[config.mk]
export PLATFORM = sky130hd
export DESIGN_NAME = rflg_ctrl
export DESIGN_NICKNAME = d
export VERILOG_FILES = /design/src/sv/rflg_pkg.sv /design/src/sv/rflg_ctrl.sv
export SDC_FILE = /design/constraint.sdc
export NUM_CORES = 1
export LEC_CHECK = 0
export BUFFER_PORTS_ARGS = -buffer_cell sky130_fd_sc_hd__buf_2
export CAP_MARGIN = 20
export CORE_MARGIN = 5
export CORE_UTILIZATION = 25
export DETAILED_ROUTE_END_ITERATION = 10
export PLACE_DENSITY = 0.48
export SLEW_MARGIN = 20
export SYNTH_ARGS = -nofsm -noshare
export SYNTH_HDL_FRONTEND = slang
export SYNTH_SLANG_ARGS = --single-unit
[constraint.sdc]
create_clock -name i_clk -period 1.8 [get_ports i_clk]
set_input_delay 0.18 -clock i_clk [delete_from_list [all_inputs] [get_ports i_clk]]
set_output_delay 0.18 -clock i_clk [all_outputs]
set_load 0.02 [all_outputs]
[src/sv/rflg_pkg.sv]
package rflg_pkg;

    // Phase table resolution of the wave shaping.
    localparam int SINE_TABLE_DEPTH = 256;
    localparam int IDX_W            = $clog2(SINE_TABLE_DEPTH);

    localparam logic [2:0] CTRL_RESET = 3'd2;

    // Commands
    localparam logic [2:0] CMD_TICK   = 3'd0;
    localparam logic [2:0] CMD_ON     = 3'd1;
    localparam logic [2:0] CMD_OFF    = 3'd2;
    localparam logic [2:0] CMD_LOCK   = 3'd3;
    localparam logic [2:0] CMD_UNLOCK = 3'd4;

    // Configuration register indexes
    localparam logic [2:0] CFG_LEVEL_MIN    = 3'd0;
    localparam logic [2:0] CFG_LEVEL_MAX    = 3'd1;
    localparam logic [2:0] CFG_LEVEL_PER    = 3'd2;
    localparam logic [2:0] CFG_IVL_MIN      = 3'd3;
    localparam logic [2:0] CFG_IVL_MAX      = 3'd4;
    localparam logic [2:0] CFG_IVL_PER      = 3'd5;
    localparam logic [2:0] CFG_WAVE_MODES   = 3'd6;
    localparam logic [2:0] CFG_CTRL_FLAGS   = 3'd7;

    // Wave shapes
    localparam logic [1:0] WAVE_NONE   = 2'd0;
    localparam logic [1:0] WAVE_COS    = 2'd1;
    localparam logic [1:0] WAVE_SIN    = 2'd2;
    localparam logic [1:0] WAVE_SQUARE = 2'd3;

    // Datapath operations
    localparam logic [4:0] OP_NONE      = 5'd0;
    localparam logic [4:0] OP_LATCH     = 5'd1;
    localparam logic [4:0] OP_TICK      = 5'd2;
    localparam logic [4:0] OP_SHIFT     = 5'd3;
    localparam logic [4:0] OP_MOD_START = 5'd4;
    localparam logic [4:0] OP_IDX_START = 5'd5;
    localparam logic [4:0] OP_PHASE     = 5'd6;
    localparam logic [4:0] OP_SQ1       = 5'd7;
    localparam logic [4:0] OP_SQ2       = 5'd8;
    localparam logic [4:0] OP_SQ3       = 5'd9;
    localparam logic [4:0] OP_AC1       = 5'd10;
    localparam logic [4:0] OP_AC2       = 5'd11;
    localparam logic [4:0] OP_AC3       = 5'd12;
    localparam logic [4:0] OP_WEIGHT    = 5'd13;
    localparam logic [4:0] OP_SCALE     = 5'd14;
    localparam logic [4:0] OP_PROD      = 5'd15;
    localparam logic [4:0] OP_DRAW_END  = 5'd16;
    localparam logic [4:0] OP_INT_DIRECT= 5'd17;
    localparam logic [4:0] OP_IN1       = 5'd18;
    localparam logic [4:0] OP_IN2       = 5'd19;
    localparam logic [4:0] OP_INT_START = 5'd20;
    localparam logic [4:0] OP_INT_END   = 5'd21;
    localparam logic [4:0] OP_ON        = 5'd22;
    localparam logic [4:0] OP_OFF       = 5'd23;
    localparam logic [4:0] OP_LOCK      = 5'd24;
    localparam logic [4:0] OP_UNLOCK    = 5'd25;
    localparam logic [4:0] OP_EMIT      = 5'd26;

    typedef struct packed {
        logic [4:0] op;
        logic       which;    // 0 level draw, 1 interval draw
    } t_dp_cmd;

    typedef struct packed {
        logic [2:0] cmd;
        logic       enabled;
        logic       locked;
        logic       expired;
        logic       interp;
        logic       len_zero;
        logic       suppress;
        logic       div_busy;
        logic       div_done;
        logic       out_free;
    } t_dp_stat;

endpackage

[src/sv/rflg_ctrl.sv]
module rflg_ctrl (
    input  logic               i_clk,
    input  logic               i_rst_n,
    input  logic               i_accept,
    input  rflg_pkg::t_dp_stat i_stat,
    output rflg_pkg::t_dp_cmd  o_cmd,
    output logic               o_in_ready
);
    localparam logic [4:0] S_IDLE     = 5'd0;
    localparam logic [4:0] S_DECODE   = 5'd1;
    localparam logic [4:0] S_TICK_CHK = 5'd2;
    localparam logic [4:0] S_MOD_ST   = 5'd3;
    localparam logic [4:0] S_MOD_W    = 5'd4;
    localparam logic [4:0] S_IDX_ST   = 5'd5;
    localparam logic [4:0] S_IDX_W    = 5'd6;
    localparam logic [4:0] S_PHASE    = 5'd7;
    localparam logic [4:0] S_SQ1      = 5'd8;
    localparam logic [4:0] S_SQ2      = 5'd9;
    localparam logic [4:0] S_SQ3      = 5'd10;
    localparam logic [4:0] S_AC1      = 5'd11;
    localparam logic [4:0] S_AC2      = 5'd12;
    localparam logic [4:0] S_AC3      = 5'd13;
    localparam logic [4:0] S_WEIGHT   = 5'd14;
    localparam logic [4:0] S_SCALE    = 5'd15;
    localparam logic [4:0] S_PROD     = 5'd16;
    localparam logic [4:0] S_DRAW_END = 5'd17;
    localparam logic [4:0] S_INT_A    = 5'd18;
    localparam logic [4:0] S_IN1      = 5'd19;
    localparam logic [4:0] S_IN2      = 5'd20;
    localparam logic [4:0] S_INT_ST   = 5'd21;
    localparam logic [4:0] S_INT_W    = 5'd22;
    localparam logic [4:0] S_INT_END  = 5'd23;
    localparam logic [4:0] S_EMIT     = 5'd24;

    logic [4:0] r_state, n_state;
    logic       r_which, n_which;

    always_ff @(posedge i_clk) begin
        if (!i_rst_n) begin
            r_state <= S_IDLE;
            r_which <= 1'b0;
        end else begin
            r_state <= n_state;
            r_which <= n_which;
        end
    end

    always_comb begin
        n_state     = r_state;
        n_which     = r_which;
        o_cmd.op    = rflg_pkg::OP_NONE;
        o_cmd.which = r_which;
        case (r_state)
            S_IDLE: begin
                if (i_accept) begin
                    o_cmd.op = rflg_pkg::OP_LATCH;
                    n_state  = S_DECODE;
                end
            end
            S_DECODE: begin
                n_state = S_IDLE;
                case (i_stat.cmd)
                    rflg_pkg::CMD_TICK: begin
                        if (i_stat.enabled) begin
                            o_cmd.op = rflg_pkg::OP_TICK;
                            n_state  = S_TICK_CHK;
                        end
                    end
                    rflg_pkg::CMD_ON: begin
                        if (!i_stat.enabled) begin
                            o_cmd.op = rflg_pkg::OP_ON;
                            n_state  = S_INT_A;
                        end
                    end
                    rflg_pkg::CMD_OFF: begin
                        if (i_stat.enabled) begin
                            o_cmd.op = rflg_pkg::OP_OFF;
                            n_state  = S_EMIT;
                        end
                    end
                    rflg_pkg::CMD_LOCK: o_cmd.op = rflg_pkg::OP_LOCK;
                    rflg_pkg::CMD_UNLOCK: begin
                        if (i_stat.locked) begin
                            o_cmd.op = rflg_pkg::OP_UNLOCK;
                            n_state  = i_stat.enabled ? S_INT_A : S_IDLE;
                        end
                    end
                    default: begin
                    end
                endcase
            end
            S_TICK_CHK: begin
                if (i_stat.expired) begin
                    o_cmd.op = rflg_pkg::OP_SHIFT;
                    n_which  = 1'b0;
                    n_state  = S_MOD_ST;
                end else if (i_stat.interp) begin
                    n_state = S_INT_A;
                end else begin
                    n_state = S_IDLE;
                end
            end
            S_MOD_ST: begin
                o_cmd.op = rflg_pkg::OP_MOD_START;
                n_state  = S_MOD_W;
            end
            S_MOD_W:  if (i_stat.div_done) n_state = S_IDX_ST;
            S_IDX_ST: begin
                o_cmd.op = rflg_pkg::OP_IDX_START;
                n_state  = S_IDX_W;
            end
            S_IDX_W:  if (i_stat.div_done) n_state = S_PHASE;
            S_PHASE:  begin o_cmd.op = rflg_pkg::OP_PHASE;  n_state = S_SQ1;    end
            S_SQ1:    begin o_cmd.op = rflg_pkg::OP_SQ1;    n_state = S_SQ2;    end
            S_SQ2:    begin o_cmd.op = rflg_pkg::OP_SQ2;    n_state = S_SQ3;    end
            S_SQ3:    begin o_cmd.op = rflg_pkg::OP_SQ3;    n_state = S_AC1;    end
            S_AC1:    begin o_cmd.op = rflg_pkg::OP_AC1;    n_state = S_AC2;    end
            S_AC2:    begin o_cmd.op = rflg_pkg::OP_AC2;    n_state = S_AC3;    end
            S_AC3:    begin o_cmd.op = rflg_pkg::OP_AC3;    n_state = S_WEIGHT; end
            S_WEIGHT: begin o_cmd.op = rflg_pkg::OP_WEIGHT; n_state = S_SCALE;  end
            S_SCALE:  begin o_cmd.op = rflg_pkg::OP_SCALE;  n_state = S_PROD;   end
            S_PROD:   begin o_cmd.op = rflg_pkg::OP_PROD;   n_state = S_DRAW_END; end
            S_DRAW_END: begin
                o_cmd.op = rflg_pkg::OP_DRAW_END;
                if (!r_which) begin
                    n_which = 1'b1;
                    n_state = S_MOD_ST;
                end else begin
                    n_state = S_INT_A;
                end
            end
            S_INT_A: begin
                if (!i_stat.interp || i_stat.len_zero) begin
                    o_cmd.op = rflg_pkg::OP_INT_DIRECT;
                    n_state  = S_EMIT;
                end else begin
                    n_state = S_IN1;
                end
            end
            S_IN1:    begin o_cmd.op = rflg_pkg::OP_IN1;       n_state = S_IN2;    end
            S_IN2:    begin o_cmd.op = rflg_pkg::OP_IN2;       n_state = S_INT_ST; end
            S_INT_ST: begin o_cmd.op = rflg_pkg::OP_INT_START; n_state = S_INT_W;  end
            S_INT_W:  if (i_stat.div_done) n_state = S_INT_END;
            S_INT_END: begin o_cmd.op = rflg_pkg::OP_INT_END;  n_state = S_EMIT;   end
            S_EMIT: begin
                if (i_stat.suppress) begin
                    n_state = S_IDLE;
                end else if (i_stat.out_free) begin
                    o_cmd.op = rflg_pkg::OP_EMIT;
                    n_state  = S_IDLE;
                end
            end
            default: n_state = S_IDLE;
        endcase
    end

    assign o_in_ready = (r_state == S_IDLE);

    a_div_idle: assert property (@(posedge i_clk) disable iff (!i_rst_n)
        (o_cmd.op == rflg_pkg::OP_MOD_START || o_cmd.op == rflg_pkg::OP_IDX_START ||
         o_cmd.op == rflg_pkg::OP_INT_START) |-> !i_stat.div_busy)
        else $error("divider started while busy");

    a_emit_free: assert property (@(posedge i_clk) disable iff (!i_rst_n)
        (o_cmd.op == rflg_pkg::OP_EMIT) |-> (i_stat.out_free && !i_stat.suppress))
        else $error("result loaded over a waiting one or while suppressed");

    a_decode_after_accept: assert property (@(posedge i_clk) disable iff (!i_rst_n)
        (r_state == S_IDLE && i_accept) |=> (r_state == S_DECODE))
        else $error("accepted beat not decoded");
endmodule

==> results of run 1 <==
## cell families (layout without fill, tap and decap cells)
family                    Yosys count  after routing
buffers and inverters              17             54
muxes                               1              1
DFF                                 6              6
and+or+nand+nor                    57             57
xor gates and xnor gates            2              2
AOI/OAI and AO/OA                  51             51
## power by group
| part | internal (µW) | total, µW | switching [µW] |
|---|---|---|---|
| Combinational | 141 | 298 | 158 |
| Sequential | 137 | 152 | 15.0 |
| Clock | 75.3 | 122 | 46.7 |
| Total | 353 | 572 | 219 |
## timing repair
| item | 4_1_cts | 5_1_grt |
|---|---|---|
| endpoints found under the setup margin | 4 | 4 |
| endpoints found under the hold margin | 0 | 0 |
| gates resized for setup | 17 | 22 |
| pin swaps | 3 | 7 |
| buffers inserted | 5 | 4 |
## area by class of cell
type                       instances  area (µm²)
clock buffer                       3        22.5
sequential                         6         139
timing repair buffer              45         318
fill                             343        2100
inverter                           6        22.5
multi-input combinational        111         728
tap                               46        57.6
## synth_stat cells, drive strengths merged
| library cell | number | area, µm² |
|---|---|---|
| a21oi | 17 | 85.1 |
| nand2 | 15 | 58.8 |
| nor3 | 12 | 70.1 |
| buf | 11 | 80.1 |
| nor2 | 9 | 33.8 |
| o21ai | 9 | 45.0 |
| nand2b | 7 | 43.8 |
| dfxtp | 6 | 120 |
| inv | 6 | 22.5 |
| a211oi | 4 | 30.0 |
| nor2b | 4 | 25.0 |
| o22ai | 4 | 25.0 |
| a31oi | 3 | 18.8 |
| nand3 | 3 | 15.0 |
| o21a | 3 | 22.5 |
| nand3b | 2 | 15.0 |
| xnor2 | 2 | 17.5 |
| a2111o | 1 | 11.3 |
| a211o | 1 | 8.76 |
| a21bo | 1 | 10.0 |
| a311oi | 1 | 8.76 |
| a41oi | 1 | 8.76 |
| and4bb | 1 | 12.5 |
| mux2i | 1 | 10.0 |
| nor4b | 1 | 8.76 |
| o221ai | 1 | 8.76 |
| o2bb2ai | 1 | 8.76 |
| o31ai | 1 | 7.51 |
| o32ai | 1 | 8.76 |
| o41a | 1 | 11.3 |
| o41ai | 1 | 8.76 |
| or2 | 1 | 6.26 |
| or3 | 1 | 11.3 |
| or4 | 1 | 7.51 |
## routing by layer
| layer | global-route usage [%] | routed length [µm] | up-vias |
|---|---|---|---|
| met4 | 5.42 | 82 | 0 |
| met1 | 14.8 | 1280 | 536 |
| met5 | 0 | 0 | - |
| li1 | - | - | 573 |
| met3 | 2.32 | 209 | 6 |
| met2 | 20.0 | 1570 | 61 |
## registers in the layout (all words and copies together), names as in the netlist
signal and flops:
r_state 5, r_which 1
## path summary, 6_finish.rpt
path                                  from    endpoint  slack, ns  depth (start not counted)
worst max-delay path            r_state[0]    o_cmd[2]      -0.04                          6
worst min-delay path               i_rst_n  r_state[1]       0.21                          2
worst min register to register     r_which     r_which       0.58                          2
worst max register to register  r_state[4]  r_state[4]       0.11                          6
## metrics by stage
stage | setup slack, ns | hold slack, ns | cell area [µm²] | util (%)
6_report | -0.0441 | 0.212 | 1290 | 38.0
5_1_grt | -0.0387 | 0.222 | 1290 | 38.0
2_1_floorplan | 0.0547 | 0.298 | 886 | -
3_5_place_dp | -0.0142 | 0.475 | 1080 | 32.0
4_1_cts | 0.00971 | 0.209 | 1180 | 34.9
3_3_place_gp | 0.0256 | 0.477 | 1080 | 32.0
## critical path, stage by stage (launching register included)
cell,delay (ns)
dfxtp_4,0.38
buf_4,0.13
nor3_1,0.04
a21oi_1,0.23
nor3_1,0.09
a2111o_1,0.41
buf_6,0.14
## cell usage in the layout, fill, tap and decap left out, types with 5 or more instances in the layout
master    count
buf_4        22
buf_2        17
a21oi_1      14
nand2_1      13
nor2_1        9
o21ai_0       7
nor3_1        7
nand2b_1      6
buf_6         6
nor3_2        5
inv_1         5
dfxtp_4       5
==> impl_results.md, run 1 <==
- Routability Congestion: about 0.89
- # setup viols final: 1
- Synth warn: 0
- CTS tree: done
- Final #Nets: 188
- Sequential cell area fraction in the yosys report: 13.6%
- Setup Skew: just under 0.003 ns
- CTS root buffer: clkbuf_4
- Status: finished, violations left
- Vias per inst: 5.42
- Synth Area per Inst: 6.61 µm²
- Area growth syn-to-layout: 45.3%
- Static Leakage: 0.000503 µW
- Worst vdd ir: 0.000208 V
- DRC: 0
- CTS Hold Bufs: 0
- WL per Instance: approximately 14 µm
- Netlist cell types: 38
- Placed cells: 205
- Clock transition at path regs: 0.04 ns
- TritonCTS Buffers: 3
- First-pass GRT wire length: 4900 µm
- # IOs: 22
- Violation count after the first detailed-routing iteration: 80
- Cells after Synth: 134
- Vias in the first global route: 1082
- Worst Setup End Kind: output port
- Largest net degree at the start of global routing: 13
- Fin Setup TNS: -0.0441 ns
- Achievable Freq: 0.542 GHz
- Simple-gate share of the synthesized area: 34.7%
- Setup crit start kind: register
- Hold WC Path Type: primary input to register
- Drt total wl: 3140 µm
- Die footprint: ~4800 µm²
- Fin worst setup slack: -0.0441 ns
- Num rows: 21
- Register bit count reported by yosys: 6
- Final Power: 572 µW
- Clk buf depth: 2
- Initial antenna violation count: 0
- GR Overflow Total: 0
- Final Slew Violations: 0
- HPWL Detailed: 2290 µm
- Synth Area in Compound Gates: a little under two fifths
- Worst-Skew Late Latency: between 0.2 and 0.25 ns
- GRT Util Overall: 12.0%
- Worst-Margin Slew: 0.423 ns
- CP Class: register to output port
- Hold Violations, Final: 0
- Layout cells sized above 1: 42.7%
- Post-route ant nets: 0
- Initial core utilization: between 20% and 30%
- CP Data Required Time: 1.62 ns
- Netlist Area Pre-Place: 886 µm²
- Final period util: 102%
- Antenna diodes: 0
- Die Span Y: 69.5 µm
- Failing checks: negative setup slack
- Worst-path fanout max: 7
- Max Cap Violations: 0
- Xor-xnor portion of the synthesized cell area: a little under 2%
- I/O Buffers: 20
- Minimum clock period: approximately 1.8 ns
- Clock sinks: 6
- Htree depth: 1
- Relative slew slack: 71.5%
- Drt first pass iters: 4
- Post-Layout Cell Count: 217
- Die width: 69.5 µm
- Pwr/cell area: 445 nW/µm²
- Core area: ~3400 µm²
- Via Count: between 1000 and 1500
- Synthesized Nets: 149
- Synth Area in Adders: 0%
- RSZ-0062 raised after global routing: yes
- Combinational family with the most area after synthesis: compound AO/OA/AOI/OAI gates
- Post-synthesis mux area share: 1.13%
- WP data arrival: 1.66 ns
Note: power is estimated with default switching activity, not from simulation.
==> inputs of run 2 (changes only) <==
--- a/config.mk
+++ b/config.mk
@@ -11,7 +11,8 @@
 export CORE_UTILIZATION = 25
 export DETAILED_ROUTE_END_ITERATION = 10
 export PLACE_DENSITY = 0.48
-export SLEW_MARGIN = 20
+export REMOVE_ABC_BUFFERS = 1
+export SLEW_MARGIN = 40
 export SYNTH_ARGS = -nofsm -noshare
 export SYNTH_HDL_FRONTEND = slang
 export SYNTH_SLANG_ARGS = --single-unit
==> run 2 against run 1 <==
  * The flow now finishes without violations
  * Hold slack better by 0.028 ns
  * Via count down 0.77%
  * Setup slack better by 0.079 ns
  * Maximum frequency up 4.5%
  * Sequential cell count unchanged
  * Critical path type unchanged
  * Total power up 3.7%
  * Register-to-register slack better by 0.05 ns
  * Largest cell class unchanged
  * Clock-buffer cell count unchanged
  * Combinational power up 6%
  * Non-clock buffer count down 1
  * Clock skew up 0.0036 ns
==> impl_results.md, run 2 (same netlist as run 1, synthesis figures left out) <==
- Initial antenna violation count: 0
- Commonest non-fill, non-tap cell in the layout: buf_4
- Pwr/cell area: 458 nW/µm²
- Top Registers: r_state (5), r_which (1)
- Final Slew Violations: 0
- CTS Hold Bufs: 0
- Clock transition at path regs: 0.05 ns
- Final Util: 38.2%
- # setup viols final: 0
- Setup Skew: 0.00653 ns
- Die Span Y: ~70 µm
- Initial core utilization: 26.1%
- CP Data Required Time: 1.62 ns
- RSZ-0062 raised after global routing: yes
- Hold_ws: 0.240 ns
- CTS root buffer: clkbuf_4
- Reg2reg start: r_state[4]
- CP Class: register to output port
- Violation count after the first detailed-routing iteration: 48
- Max reg flops: 5
- Hold Violations, Final: 0
- # IOs: 22
- Hold WC Path Type: primary input to register
- Status: complete, no violations
- Die width: 69.5 µm
- GR Overflow Total: 0
- CTS tree: done
- Placed cells: approximately 200
- First-pass GRT wire length: 5040 µm
- Vias in the first global route: 1088
- Area of all sequential standard cells: around 140 µm²
- WP data arrival: between 1.5 and 2 ns
- Routability Congestion: 0.868
- Worst vdd ir: between 0.0002 and 0.0003 V
- Worst-Skew Late Latency: about 0.24 ns
- Drt first pass iters: 4
- DRC: 0
- I/O Buffers: 20
- Clk buf depth: 2
- Post-Layout Cell Count: around 220
- Layout cells sized above 1: 43.5%
- Final #Nets: 187
- Die footprint: 4830 µm²
- Htree depth: 1
- Core area: ~3400 µm²
- Fill cells: 359
- Largest net degree at the start of global routing: 19
- Num rows: 21
- Max Cap Violations: 0
- Clock sinks: 6
- Multi-input logic area: around 760 µm²
- Hold Path Origin: i_rst_n
- Worst-path fanout max: 7
- Post-route ant nets: 0
- Via Count: 1167
- Worst-Margin Slew: 0.407 ns
- Worst Setup End Kind: output port
- Achievable Freq: ~0.57 GHz
- Setup crit start kind: register
- Relative slew slack: 72.5%
- Area growth syn-to-layout: 46.2%
- Drt total wl: ~3200 µm
- GRT Util Overall: 12.4%
- Top reg by flops: r_state
- Static Leakage: 0.000510 µW
- Final period util: 98.1%
- Critical Path Start: r_state[1]
- TritonCTS Buffers: 3
- Fin Setup TNS: 0 ns
- Minimum clock period: 1.77 ns
- WL per Instance: 14.6 µm
- Most frequent cells in the layout: buf_4, a21oi_1, buf_2
- Vias per inst: 5.40
- HPWL Detailed: 2320 µm
- Antenna diodes: 0
==> run 2: changes by cell type in the layout (fill, tap and decap cells not counted), moves of 2 or more <==
cell	delta
a21oi_1	+3
a21oi_2	-3
buf_4	+3
buf_6	-4
nand2_1	-2
nand2_4	+2
nor2_1	-2
nor3_2	-3
nor3_4	+2
==> run 2: layer usage <==
metal,GRT usage [%],part of all wire [%]
met3,1.59,6.3
met2,19.4,46
met5,0,0
met1,16.8,46
met4,5.86,1.7
==> run 2: critical path: stages, from the launching register on <==
cell and delay (ns):
dfxtp_4 0.37, xnor2_1 0.16, a21oi_1 0.18, nor3_1 0.07
a2111o_1 0.41, buf_6 0.15
==> run 2: stage by stage <==
stage	total power (µW)	setup slack, ns	cell area (µm²)
2_1_floorplan	300	0.0195	806
3_3_place_gp	408	0.0266	1080
3_5_place_dp	411	-0.0148	1080
4_1_cts	544	-0.000878	1130
5_1_grt	635	-0.0529	1290
6_report	593	0.0347	1290
==> run 2: layout make-up <==
cell class | instances | share of cell area [%]
Inverter | 6 | 1.74
Clock buffer | 3 | 1.74
Timing Repair Buffer | 44 | 22.8
Tap cell | 46 | 4.44
Multi-Input combinational cell | 111 | 58.6
Sequential cell | 6 | 10.7
==> run 2: what timing repair did <==
item	in CTS	in global routing
hold endpoints to repair	0	0
cloned	0	0
setup endpoints to repair	5	5
pin swaps	1	6
setup buffers	0	8
gates resized for setup	12	28
==> run 2: worst paths after layout <==
kind                      to  slack [ns]  depth (start not counted)
setup / recovery    o_cmd[2]        0.03                          5
hold / removal    r_state[1]        0.24                          2
setup reg to reg  r_state[4]        0.16                          6
hold reg to reg      r_which        0.59                          2
==> run 2: report_power, final <==
group | switching [µW] | internal [µW]
Combinational | 167 | 148
Clock | 47.0 | 75.3
Sequential | 19.3 | 137
Total | 233 | 360
==> inputs of run 3 (changes only) <==
==> constraint.sdc (replaced) <==
create_clock -name i_clk -period 2.1 [get_ports i_clk]
set_input_delay 0.21 -clock i_clk [delete_from_list [all_inputs] [get_ports i_clk]]
set_output_delay 0.21 -clock i_clk [all_outputs]
set_load 0.02 [all_outputs]
==> run 3 against run 2 <==
  * Sequential power is 11% lower
  * Cell count is 6.0% lower
  * Non-clock buffer count decreased by 13
  * Sequential share of layout area grew 1.0 points
  * Critical path depth up 1
  * Setup slack better by 0.15 ns
  * Global-route usage down 0.87 points
  * Utilization decreased by 6.5 points
  * Total power is 25% lower
  * Cell area decreased by 17%
==> impl_results.md, run 3 (same netlist as run 1, synthesis figures left out) <==
- Max Cap Violations: 0
- Critical Path Start: r_state[1]
- Antenna diodes: 0
- Worst vdd ir: approximately 0.00023 V
- I/O Buffers: 20
- Die footprint: between 4000 and 5000 µm²
- Core area: 3390 µm²
- Final Slew Violations: 0
- Drt total wl: about 2700 µm
- Final Power: 446 µW
- Register-to-register path setup slack: 0.52 ns
- CP Class: register to output port
- FF-to-FF path depth: 5
- Top reg by flops: r_state
- Htree depth: 1
- RSZ-0062 raised after global routing: no
- # setup viols final: 0
- Die Span Y: 69.5 µm
- Commonest non-fill, non-tap cell in the layout: buf_2
- Clock transition at path regs: around 0.04 ns
- Layout cells sized above 1: approximately 29%
- Achievable Freq: 0.523 GHz
- Worst-Skew Late Latency: 0.24 ns
- Largest net degree at the start of global routing: 20
- Reg2reg start: r_state[4]
- CP Data Required Time: around 1.9 ns
- GR Overflow Total: 0
- Fin Setup TNS: 0 ns
- Hold path endpoint: r_state[1]
- GRT Util Overall: 11.6%
- Vias per inst: 5.26
- Final Cell Area: ~1100 µm²
- Worst-path fanout max: 11
- CTS tree: done
- Final period util: 91.0%
- Hold WC Path Type: primary input to register
- Placed cell area: 1050 µm²
- Via Count: 1067
- Static Leakage: 0.000407 µW
- Most frequent cells in the layout: buf_2, a21oi_1, nand2_1
- Pre-CTS WS: 0.249 ns
- Drt first pass iters: 4
- Area growth syn-to-layout: 21.3%
- HPWL Detailed: about 2200 µm
- Placed cells: 200
- WL per Instance: roughly 13 µm
- Hold Path Origin: i_rst_n
- Die width: 69.5 µm
- Post-Layout Cell Count: a little over 200
- Setup crit start kind: register
- Initial antenna violation count: 0
- Initial core utilization: a little over a quarter
- Clk buf depth: 2
- Vias in the first global route: between 1000 and 1500
- Fin worst setup slack: between 0.15 and 0.2 ns
- Hold Crit Depth: 2
- Worst r2r dst: r_state[4]
- # IOs: 22
- Num rows: 21
- Top Registers: r_state (5), r_which (1)
- Clock sinks: 6
- Final #Nets: 174
- TritonCTS Buffers: 3
- DRC: 0
- Worst Setup End Kind: output port
- Post-CTS setup buffers: 0
- WP data arrival: around 1.7 ns
- Routability Congestion: 0.865
- Setup Skew: 0.00211 ns
- CTS root buffer: clkbuf_4
- Pwr/cell area: roughly 410 nW/µm²
- Violation count after the first detailed-routing iteration: 20
- Hold Violations, Final: 0
- Minimum clock period: 1.91 ns
- Status: complete, no violations
- Worst-Margin Slew: 0.410 ns
- Relative slew slack: 72.3%
- Max reg flops: 5
- Post-route ant nets: 0
- First-pass GRT wire length: 4720 µm
run 3: worst max-delay path: stages, from the launching register on:
cell      delay (ns)
dfxtp_2         0.34
buf_4           0.18
xnor2_1         0.14
a21oi_1         0.16
nor3_1          0.07
a2111o_1        0.40
buf_2           0.17
run 3: per-layer routing:
layer,track usage [%],part of all wire (%)
met2,18.2,47
met5,0,0
met1,15.4,47
met4,4.12,0.52
met3,2.46,5.3
run 3: through the flow:
stage / utilization, % / hold WS [ns]
2_1_floorplan: - / 0.328
3_3_place_gp: 30.9 / 0.522
3_5_place_dp: 30.9 / 0.522
4_1_cts: 31.6 / 0.268
5_1_grt: 31.7 / 0.260
6_report: 31.7 / 0.264
run 3: layout make-up:
type | instances | area (µm²)
flip-flops and latches | 6 | 126
multi-input cells | 111 | 663
fillers | 382 | 2310
well taps | 46 | 57.6
inverters | 6 | 22.5
clock buffers | 3 | 22.5
repair buffers | 31 | 183
run 3: power breakdown:
| part | switching, µW | internal (µW) | total [µW] |
|---|---|---|---|
| Clock | 35.8 | 64.2 | 100 |
| Sequential | 17.7 | 121 | 139 |
| Combinational | 115 | 92.1 | 207 |
| Total | 168 | 277 | 446 |
run 3: worst max path at each step:
| stage | end | slack (ns) | cells past startpoint |
|---|---|---|---|
| after detailed placement | o_cmd[2] | 0.25 | 5 |
| after floorplan | o_cmd[1] | 0.29 | 4 |
| after global routing | o_cmd[2] | 0.09 | 6 |
| final | o_cmd[2] | 0.19 | 6 |
| after CTS | o_cmd[1] | 0.07 | 5 |
| after global placement | o_cmd[2] | 0.23 | 5 |
run 3: timing repair:
action	4_1_cts	5_1_grt
hold buffers	0	0
endpoints found under the setup margin	2	3
endpoints found under the hold margin	0	0
gates resized for setup	1	4
